[src/rtl/core/mlto_pkg.sv]
// Shared types and constants of the motor load torque observer.
package mlto_pkg;

  localparam int CFG_IDX_W  = 3;
  localparam int CFG_DATA_W = 32;

  // Register indexes of the configuration port.
  localparam logic [CFG_IDX_W-1:0] REG_SPEED_GAIN   = 3'd0;
  localparam logic [CFG_IDX_W-1:0] REG_LOAD_GAIN    = 3'd1;
  localparam logic [CFG_IDX_W-1:0] REG_SAMPLE_PER   = 3'd2;
  localparam logic [CFG_IDX_W-1:0] REG_PER_OVER_INR = 3'd3;
  localparam logic [CFG_IDX_W-1:0] REG_LOAD_LIMIT   = 3'd4;

  // Register values after reset.
  localparam logic [31:0] SAMPLE_PER_RST   = 32'd214748;
  localparam logic [31:0] PER_OVER_INR_RST = 32'd16777216;
  localparam logic [30:0] LOAD_LIMIT_RST   = 31'd196608;

  // Signed Q16.16 quantity.
  typedef logic signed [31:0] q16_t;

  // Operands and results of the shared multiplier.
  typedef logic signed [33:0] mul_op_t;
  typedef logic signed [67:0] mul_acc_t;

endpackage

[src/rtl/core/motor_load_torque_observer_top.sv]
// Luenberger load torque observer: one speed/torque transaction in, one estimate transaction out.
//
// Each accepted measurement transaction is worked by the single shared 34 x 17 signed
// multiplier, which forms each of the four wide products (speed error times period, the two
// gain corrections and the mechanical increment) in three chunks of one operand: two
// unsigned 16-bit pieces, then the signed top two bits. A state between products does the
// clamping and operand setup, and the moving average division by the window length (10 by
// default) retires eight quotient bits per cycle. The moving average window lives in a
// small RAM that is read once when a transaction is accepted and written once when it
// retires; entries not yet written since reset read as zero through per-entry valid bits,
// so no clearing pass is needed. While a finished estimate transaction waits on
// estimate_stall, the next measurement is still accepted and computed; it only holds in its
// finish state until the output register is free. Configuration writes must be issued only
// while no transaction is in flight.
module motor_load_torque_observer_top
  import mlto_pkg::*;
#(
  parameter int WINDOW_LEN = 10
) (
  input  logic                  clk,
  input  logic                  rst,
  input  logic                  cfg_write,
  input  logic [CFG_IDX_W-1:0]  cfg_index,
  input  logic [CFG_DATA_W-1:0] cfg_data,
  input  logic                  measure_valid,
  output logic                  measure_stall,
  input  logic signed [31:0]    measured_speed,
  input  logic signed [31:0]    drive_torque,
  output logic                  estimate_valid,
  input  logic                  estimate_stall,
  output logic signed [31:0]    speed_estimate,
  output logic signed [31:0]    load_estimate
);

  // Window geometry. The running total of WINDOW_LEN signed 32-bit entries needs
  // 32 + clog2(WINDOW_LEN) bits. The divider works on whole bytes of its magnitude.
  localparam int POS_W     = (WINDOW_LEN > 1) ? $clog2(WINDOW_LEN) : 1;
  localparam int TOT_W     = 32 + $clog2(WINDOW_LEN);
  localparam int DIV_STEPS = (TOT_W + 7) / 8;
  localparam int DIV_W     = DIV_STEPS * 8;
  localparam int REM_W     = $clog2(WINDOW_LEN + 1) + 1;
  localparam int DCNT_W    = (DIV_STEPS > 1) ? $clog2(DIV_STEPS) : 1;

  localparam logic [POS_W-1:0]  POS_LAST  = POS_W'(WINDOW_LEN - 1);
  localparam logic [REM_W-1:0]  DIVISOR   = REM_W'(WINDOW_LEN);
  localparam logic [DCNT_W-1:0] DCNT_LAST = DCNT_W'(DIV_STEPS - 1);

  typedef enum logic [10:0] {
    S_IDLE      = 11'b000_0000_0001,
    S_MUL_ERR   = 11'b000_0000_0010,
    S_SET_LOADG = 11'b000_0000_0100,
    S_MUL_LOADG = 11'b000_0000_1000,
    S_CLAMP     = 11'b000_0001_0000,
    S_MUL_SPDG  = 11'b000_0010_0000,
    S_SET_TORQ  = 11'b000_0100_0000,
    S_MUL_TORQ  = 11'b000_1000_0000,
    S_SUM       = 11'b001_0000_0000,
    S_DIVIDE    = 11'b010_0000_0000,
    S_FINISH    = 11'b100_0000_0000
  } state_t;

  // Configuration registers.
  logic signed [31:0] speed_gain;
  logic signed [31:0] load_gain;
  logic [31:0]        sample_period;
  logic [31:0]        period_over_inertia;
  logic [30:0]        load_limit;

  // Observer state.
  q16_t                    speed_est;
  q16_t                    load_est;
  logic signed [TOT_W-1:0] window_total;
  logic [POS_W-1:0]        window_pos;
  logic [WINDOW_LEN-1:0]   win_valid;

  // Sequencer.
  state_t            state;
  state_t            state_next;
  logic [1:0]        mul_cnt;
  logic [DCNT_W-1:0] div_cnt;

  // Datapath registers.
  q16_t                    torque;
  mul_op_t                 mul_a;
  mul_op_t                 mul_b;
  logic signed [50:0]      prod;
  mul_acc_t                acc;
  mul_op_t                 err;
  q16_t                    load_val;
  logic signed [47:0]      corr;
  q16_t                    speed_new;
  logic signed [TOT_W-1:0] total_upd;
  logic [DIV_W-1:0]        div_q;
  logic [REM_W-1:0]        div_rem;
  logic                    div_neg;

  // Combinational values.
  logic                    accept;
  logic                    mul_active;
  logic                    retire;
  logic signed [16:0]      chunk;
  mul_acc_t                acc_sum;
  logic signed [48:0]      load_sum;
  logic signed [48:0]      lim_pos;
  q16_t                    load_clamped;
  logic signed [49:0]      speed_sum;
  q16_t                    speed_sat;
  q16_t                    old_entry;
  logic signed [TOT_W-1:0] total_sum;
  logic [TOT_W-1:0]        total_mag;
  logic [DIV_W-1:0]        div_q_step;
  logic [REM_W-1:0]        div_rem_step;
  logic [31:0]             quot;
  q16_t                    avg;
  logic [31:0]             ram_rdata;

  assign measure_stall = rst || (state != S_IDLE);
  assign accept        = measure_valid && !measure_stall;
  assign mul_active    = (state == S_MUL_ERR) || (state == S_MUL_LOADG) ||
                         (state == S_MUL_SPDG) || (state == S_MUL_TORQ);
  assign retire        = (state == S_FINISH) && (!estimate_valid || !estimate_stall);

  // The window RAM is read at the oldest position when a transaction is accepted and the
  // data stays on the read port until the transaction retires and overwrites that entry.
  mlto_ram #(
    .WIDTH (32),
    .DEPTH (WINDOW_LEN)
  ) u_window_ram (
    .clk     (clk),
    .wr_en   (retire),
    .wr_addr (window_pos),
    .wr_data (load_val),
    .rd_en   (accept),
    .rd_addr (window_pos),
    .rd_data (ram_rdata)
  );

  // Multiplier operand chunks: two unsigned 16-bit pieces, then the signed top two bits.
  always_comb begin
    case (mul_cnt)
      2'd0:    chunk = $signed({1'b0, mul_b[15:0]});
      2'd1:    chunk = $signed({1'b0, mul_b[31:16]});
      default: chunk = $signed({{15{mul_b[33]}}, mul_b[33:32]});
    endcase
  end

  // Partial products are registered and accumulated in the cycle after they are formed.
  always_comb begin
    case (mul_cnt)
      2'd1:    acc_sum = 68'(prod);
      2'd2:    acc_sum = acc + (68'(prod) <<< 16);
      2'd3:    acc_sum = acc + (68'(prod) <<< 32);
      default: acc_sum = acc;
    endcase
  end

  // Load correction and clamp to the configured bound, inclusive on both sides.
  always_comb begin
    lim_pos  = $signed({18'b0, load_limit});
    load_sum = 49'(load_est) + 49'($signed(acc[63:16]));
    if (load_sum > lim_pos) begin
      load_clamped = lim_pos[31:0];
    end else if (load_sum < -lim_pos) begin
      load_clamped = q16_t'(-lim_pos);
    end else begin
      load_clamped = load_sum[31:0];
    end
  end

  // Speed update with saturation to the signed 32-bit range.
  always_comb begin
    speed_sum = 50'(speed_est) + 50'($signed(acc[64:24])) + 50'(corr);
    if (speed_sum > 50'sd2147483647) begin
      speed_sat = 32'sh7fff_ffff;
    end else if (speed_sum < -50'sd2147483648) begin
      speed_sat = 32'sh8000_0000;
    end else begin
      speed_sat = speed_sum[31:0];
    end
  end

  // Running total of the window; an entry never written since reset counts as zero.
  assign old_entry = win_valid[window_pos] ? $signed(ram_rdata) : 32'sd0;
  assign total_sum = window_total - TOT_W'(old_entry) + TOT_W'(load_val);
  assign total_mag = total_sum[TOT_W-1] ? TOT_W'(-total_sum) : TOT_W'(total_sum);

  // Restoring division of the total magnitude by the window length, eight bits per cycle.
  // The remainder stays below the divisor, so each step is a narrow compare and subtract.
  always_comb begin
    logic [REM_W-1:0] rem_v;
    logic [DIV_W-1:0] q_v;
    rem_v = div_rem;
    q_v   = div_q;
    for (int k = 0; k < 8; k++) begin
      rem_v = {rem_v[REM_W-2:0], q_v[DIV_W-1]};
      q_v   = {q_v[DIV_W-2:0], 1'b0};
      if (rem_v >= DIVISOR) begin
        rem_v  = rem_v - DIVISOR;
        q_v[0] = 1'b1;
      end
    end
    div_q_step   = q_v;
    div_rem_step = rem_v;
  end

  // The quotient is truncated toward zero, so the sign is applied to the magnitude result.
  assign quot = div_q[31:0];
  assign avg  = div_neg ? $signed(~quot + 32'd1) : $signed(quot);

  always_comb begin
    state_next = state;
    case (state)
      S_IDLE:      if (accept) state_next = S_MUL_ERR;
      S_MUL_ERR:   if (mul_cnt == 2'd3) state_next = S_SET_LOADG;
      S_SET_LOADG: state_next = S_MUL_LOADG;
      S_MUL_LOADG: if (mul_cnt == 2'd3) state_next = S_CLAMP;
      S_CLAMP:     state_next = S_MUL_SPDG;
      S_MUL_SPDG:  if (mul_cnt == 2'd3) state_next = S_SET_TORQ;
      S_SET_TORQ:  state_next = S_MUL_TORQ;
      S_MUL_TORQ:  if (mul_cnt == 2'd3) state_next = S_SUM;
      S_SUM:       state_next = S_DIVIDE;
      S_DIVIDE:    if (div_cnt == DCNT_LAST) state_next = S_FINISH;
      S_FINISH:    if (retire) state_next = S_IDLE;
      default:     state_next = S_IDLE;
    endcase
  end

  // Control state, configuration and observer state.
  always_ff @(posedge clk) begin
    if (rst) begin
      state               <= S_IDLE;
      mul_cnt             <= 2'd0;
      div_cnt             <= '0;
      speed_gain          <= '0;
      load_gain           <= '0;
      sample_period       <= SAMPLE_PER_RST;
      period_over_inertia <= PER_OVER_INR_RST;
      load_limit          <= LOAD_LIMIT_RST;
      speed_est           <= '0;
      load_est            <= '0;
      window_total        <= '0;
      window_pos          <= '0;
      win_valid           <= '0;
      estimate_valid      <= 1'b0;
    end else begin
      state <= state_next;

      if (mul_active) begin
        mul_cnt <= mul_cnt + 2'd1;
      end

      if (state == S_DIVIDE) begin
        div_cnt <= (div_cnt == DCNT_LAST) ? '0 : div_cnt + DCNT_W'(1);
      end

      if (cfg_write) begin
        case (cfg_index)
          REG_SPEED_GAIN:   speed_gain          <= $signed(cfg_data);
          REG_LOAD_GAIN:    load_gain           <= $signed(cfg_data);
          REG_SAMPLE_PER:   sample_period       <= cfg_data;
          REG_PER_OVER_INR: period_over_inertia <= cfg_data;
          REG_LOAD_LIMIT:   load_limit          <= cfg_data[30:0];
          default: ;
        endcase
      end

      // A retiring transaction refills the output register in the same cycle that the
      // previous estimate is taken.
      if (retire) begin
        estimate_valid        <= 1'b1;
        speed_est             <= speed_new;
        load_est              <= avg;
        window_total          <= total_upd;
        win_valid[window_pos] <= 1'b1;
        window_pos            <= (window_pos == POS_LAST) ? '0 : window_pos + POS_W'(1);
      end else if (estimate_valid && !estimate_stall) begin
        estimate_valid <= 1'b0;
      end
    end
  end

  // Payload datapath.
  always_ff @(posedge clk) begin
    if (accept) begin
      torque <= drive_torque;
      mul_a  <= 34'(measured_speed) - 34'(speed_est);
      mul_b  <= $signed({2'b0, sample_period});
    end

    if (mul_active) begin
      prod <= mul_a * chunk;
      acc  <= acc_sum;
    end

    case (state)
      S_SET_LOADG: begin
        err   <= $signed(acc[65:32]);
        mul_a <= 34'(load_gain);
        mul_b <= $signed(acc[65:32]);
      end
      S_CLAMP: begin
        load_val <= load_clamped;
        mul_a    <= 34'(speed_gain);
        mul_b    <= err;
      end
      S_SET_TORQ: begin
        corr  <= $signed(acc[63:16]);
        mul_a <= 34'(torque) - 34'(load_val);
        mul_b <= $signed({2'b0, period_over_inertia});
      end
      S_SUM: begin
        speed_new <= speed_sat;
        total_upd <= total_sum;
        div_neg   <= total_sum[TOT_W-1];
        div_q     <= DIV_W'(total_mag);
        div_rem   <= '0;
      end
      S_DIVIDE: begin
        div_q   <= div_q_step;
        div_rem <= div_rem_step;
      end
      default: ;
    endcase

    if (retire) begin
      speed_estimate <= speed_new;
      load_estimate  <= avg;
    end
  end

endmodule

[src/rtl/core/mlto_ram.sv]
// Generic single-port-write, single-port-read RAM with registered read data.
module mlto_ram #(
  parameter int WIDTH = 32,
  parameter int DEPTH = 16,
  parameter int ADDR_W = (DEPTH > 1) ? $clog2(DEPTH) : 1
) (
  input  logic              clk,
  input  logic              wr_en,
  input  logic [ADDR_W-1:0] wr_addr,
  input  logic [WIDTH-1:0]  wr_data,
  input  logic              rd_en,
  input  logic [ADDR_W-1:0] rd_addr,
  output logic [WIDTH-1:0]  rd_data
);

  logic [WIDTH-1:0] mem [DEPTH];

  always_ff @(posedge clk) begin
    if (wr_en) begin
      mem[wr_addr] <= wr_data;
    end
    if (rd_en) begin
      rd_data <= mem[rd_addr];
    end
  end

endmodule
[config.mk]
export PLATFORM = sky130hd
export DESIGN_NAME = motor_load_torque_observer_top
export DESIGN_NICKNAME = d
export VERILOG_FILES = /design/src/rtl/core/mlto_pkg.sv /design/src/rtl/core/motor_load_torque_observer_top.sv /design/src/rtl/core/mlto_ram.sv
export SDC_FILE = /design/constraint.sdc
export NUM_CORES = 2
export LEC_CHECK = 0
export BUFFER_PORTS_ARGS = -buffer_cell sky130_fd_sc_hd__buf_2
export CAP_MARGIN = 10
export CORE_AREA = 2 2 472 591
export DETAILED_ROUTE_END_ITERATION = 8
export DIE_AREA = 0 0 474 593
export PLACE_DENSITY = 0.52
export SETUP_SLACK_MARGIN = 0.4
export SLEW_MARGIN = 15
export SYNTH_ARGS = -nofsm -noshare
export SYNTH_HDL_FRONTEND = slang
export SYNTH_HIERARCHICAL = 1
export SYNTH_SLANG_ARGS = --single-unit
[constraint.sdc]
create_clock -name clk -period 12.77 [get_ports clk]
set_clock_uncertainty 0.05 [all_clocks]
set_input_delay 1.9155 -clock clk [delete_from_list [all_inputs] [get_ports clk]]
set_output_delay 1.9155 -clock clk [all_outputs]
set_load 0.005 [all_outputs]
==> out/qor.yml <==
synthArstFlopShare_pct: 0
synth_seq_cells: 1132
post-dp-hpwl_um: 226000
syn_area_sq_um: 82200
drive_above_1_share_pct: 8.99
clkSlewWorstSetupHoldPaths_ns: 0.06
max_freq_mhz: 94.5
final_core_util_pct: 33.5
critPathArrivalTime_ns: 11.09
clockBufferDepth: 3
maxSlewHeadroom_pct: 19.9
finalSetupViolations: 0
avgSynthCellArea_sq_um: 10.1
tightest_slew_ns: 1.20
r2r-end: "prod[49]"
routed.top_layer: "met5"
grt_max_degree: 115
ctsHtreeMaxLevel: 4
ys.flop_type: "edfxtp_1"
nNetsFinal: 9450
startpoint_type: "flop"
cts_sinks: 1132
grt_pass1_vias: 63100
rrSetupSlack_ns: 2.19
wl_met1_um: 118000
num_rows: 216
io_pins: 170
synth_edf_count: 842
fill_cells: 28000
multiInputGateArea_sq_um: 46700
cts-root-buf: "clkbuf_16"
syn_inst: 8126
max-cap-violations: 0
cts_tree: "yes"
worstPathRequired_ns: 13.28
syn_nets: 9351
ctsResizeCount: 0
p_leak_uw: 0.0368
routedWlPerCell_um: 24.7
final_max_slew_viol_count: 0
status: "completed"
holdPathStages: 0
place_congestion: 0.952
min_to: "speed_estimate[26]"
die_h_um: 593
fp.dieW_um: 474
route.detailed.drc: 0
overflow: 0
die-area_sq_um: 281000
antenna_found_initial: 49
postCtsSetupRepairBufs: 0
critPathMaxStageDelay_ns: 0.87
drt-total-wl_um: 298000
globalRouteTotalUtil_pct: 21.0
finalCritPeriodShare_pct: 82.8
final.setup.tns_ns: 0
endpoint_kind: "flop"
cp_slowest_cell: "a221o_2"
fin_crit_ns: 10.58
rr_worst_depth: 34
hold_violations: 0
numCtsBuffers: 139
drt_first_iter_violations: 5413
area_delta_synth_final_pct: 12.4
met3_length_um: 14700
grt_pass1_wl_um: 432000
worstHoldStart: "speed_new[26]"
rsz0062_at_grt: "no"
seqCellArea_sq_um: 31100
ys_types: 103
crit_path_max_fanout: 46
dr.pass1.iters: 7
vias: 62400
met2_length_um: 150000
timing.rr.start: "mul_cnt[0]"
clk_latency_ns: 0.83
power.density_nw_per_um2: 307
postCtsHoldBufs: 0
core_area_sq_um: 276000
synth_seq_area_share_pct: 37.8
min_path_type: "reg -> reg"
start_util_pct: 29.8
ys_warn_count: 6
peakVddDrop_v: 0.000970
ant_nets: 0
crit_type: "reg -> reg"
via_per_inst: 5.18
port_buffers: 169
==> sequential cells by signal (all words and copies together), names as in the netlist, 33 cells and up <==
register,flops
u_window_ram/mem,320
err,34
window_total,36
prod,51
acc,50
mul_a,33
total_upd,36
corr,48
mul_b,34
div_q,40
==> placed cells by master, fill, tap and decap left out, types with 29 or more instances in the layout <==
cell type / synthesis / final
a211oi_1: 46 / 46
a21o_1: 168 / 168
a21oi_1: 616 / 615
a222oi_1: 29 / 29
a22o_1: 42 / 42
a22oi_1: 37 / 37
a31oi_1: 52 / 52
and2_1: 255 / 253
and3_1: 49 / 49
buf_2: 15 / 168
buf_4: 2 / 127
clkbuf_16: 0 / 142
dfxtp_1: 290 / 288
edfxtp_1: 842 / 842
fa_1: 631 / 631
ha_1: 490 / 490
inv_1: 855 / 854
mux2_2: 100 / 100
mux2i_1: 101 / 101
nand2_1: 1092 / 1089
nand2b_1: 114 / 112
nand3_1: 87 / 87
nand4_1: 34 / 34
nor2_1: 403 / 393
nor2b_1: 67 / 65
nor3_1: 132 / 128
o21a_1: 53 / 53
o21ai_0: 273 / 272
o21bai_1: 44 / 44
o22ai_1: 47 / 46
o31ai_1: 35 / 35
o31ai_2: 32 / 31
or3_1: 34 / 33
xnor2_1: 252 / 252
xor2_1: 110 / 110
==> worst max-delay path, delay by kind of cell (launching register included) <==
| kind | cells | cell delay, ns |
|---|---|---|
| AOI/OAI and AO/OA | 11 | 3.61 |
| DFF | 1 | 0.40 |
| xor gates and xnor gates | 1 | 0.09 |
| and+or+nand+nor | 7 | 1.43 |
| buffers and inverters | 7 | 0.85 |
| adders and majority gates | 8 | 3.83 |
==> cells by family (layout without fill, tap and decap cells) <==
kind of cell             count (synthesis)  in the layout  share of synthesized area, %
flip-flops                            1132           1132                          37.8
other                                    0             16                             0
multiplexers                           210            210                          2.75
XOR/XNOR                               362            362                          3.86
AO/OA/AOI/OAI                         1691           1691                          13.4
AND/OR/NAND/NOR                       2414           2414                          13.8
adder cells (fa/ha/maj)               1121           1121                          22.8
buffers and inverters                 1196           1409                          5.58
==> cells in the mapped netlist (35+ instances only) <==
master | n | area [sq um]
nor2b_1 | 67 | 419
o21ai_0 | 273 | 1370
a21oi_1 | 616 | 3080
dfxtp_1 | 290 | 5810
nand2b_1 | 114 | 713
inv_1 | 855 | 3210
and3_1 | 49 | 307
clkbuf_1 | 297 | 1110
o21a_1 | 53 | 398
nand3_1 | 87 | 435
a211oi_1 | 46 | 345
o31ai_1 | 35 | 263
o22ai_1 | 47 | 294
and2_1 | 255 | 1600
ha_1 | 490 | 6130
o21bai_1 | 44 | 330
nor2_1 | 403 | 1510
xnor2_1 | 252 | 2210
a22oi_1 | 37 | 278
mux2i_1 | 101 | 1010
a31oi_1 | 52 | 325
nand2_1 | 1092 | 4100
fa_1 | 631 | 12600
a21o_1 | 168 | 1260
mux2_2 | 100 | 1130
nor3_1 | 132 | 661
edfxtp_1 | 842 | 25300
a22o_1 | 42 | 368
xor2_1 | 110 | 963
==> per-layer routing <==
metal	vias up	track usage, %
met4	4	10.5
met5	-	0
met3	492	2.36
li1	28300	-
met1	31700	25.5
met2	1960	36.7
==> how the worst max path moves through the flow <==
stage	startpoint	to	slack, ns	cells past startpoint
after floorplan	mul_cnt[0]	prod[49]	3.83	34
after global placement	mul_cnt[0]	prod[49]	2.38	34
after detailed placement	mul_cnt[0]	prod[49]	2.19	34
after CTS	mul_cnt[0]	prod[49]	2.15	34
after global routing	mul_cnt[0]	prod[49]	1.49	34
final	mul_cnt[0]	prod[49]	2.19	34
==> area by class of cell <==
class / instances / share of cell area [%]
antenna: 16 / 0.0434
clock buffer: 192 / 4.31
clock inverter: 63 / 0.902
inverter: 858 / 3.50
multi-input combinational: 5798 / 50.6
sequential: 1132 / 33.7
tap: 3706 / 5.02
timing repair buffer: 296 / 1.96
==> power by group <==
| part | internal, uW | total (uW) | switching [uW] |
|---|---|---|---|
| Clock | 2400 | 4130 | 1730 |
| Sequential | 5030 | 5260 | 225 |
| Combinational | 7570 | 18900 | 11400 |
| Total | 15000 | 28300 | 13300 |
==> stage by stage <==
stage	cells	setup slack [ns]	hold WS [ns]	cell area (sq um)	total power [uW]
floorplan	8126	3.83	0.376	82200	18400
global placement	11800	2.38	0.389	87500	24300
detailed placement	11800	2.19	0.388	87500	24400
CTS	12000	2.15	0.401	92300	28700
global route	12100	1.49	0.407	92400	30500
finish	12100	2.19	0.400	92400	28300
Note: power is estimated with default switching activity, not from simulation.
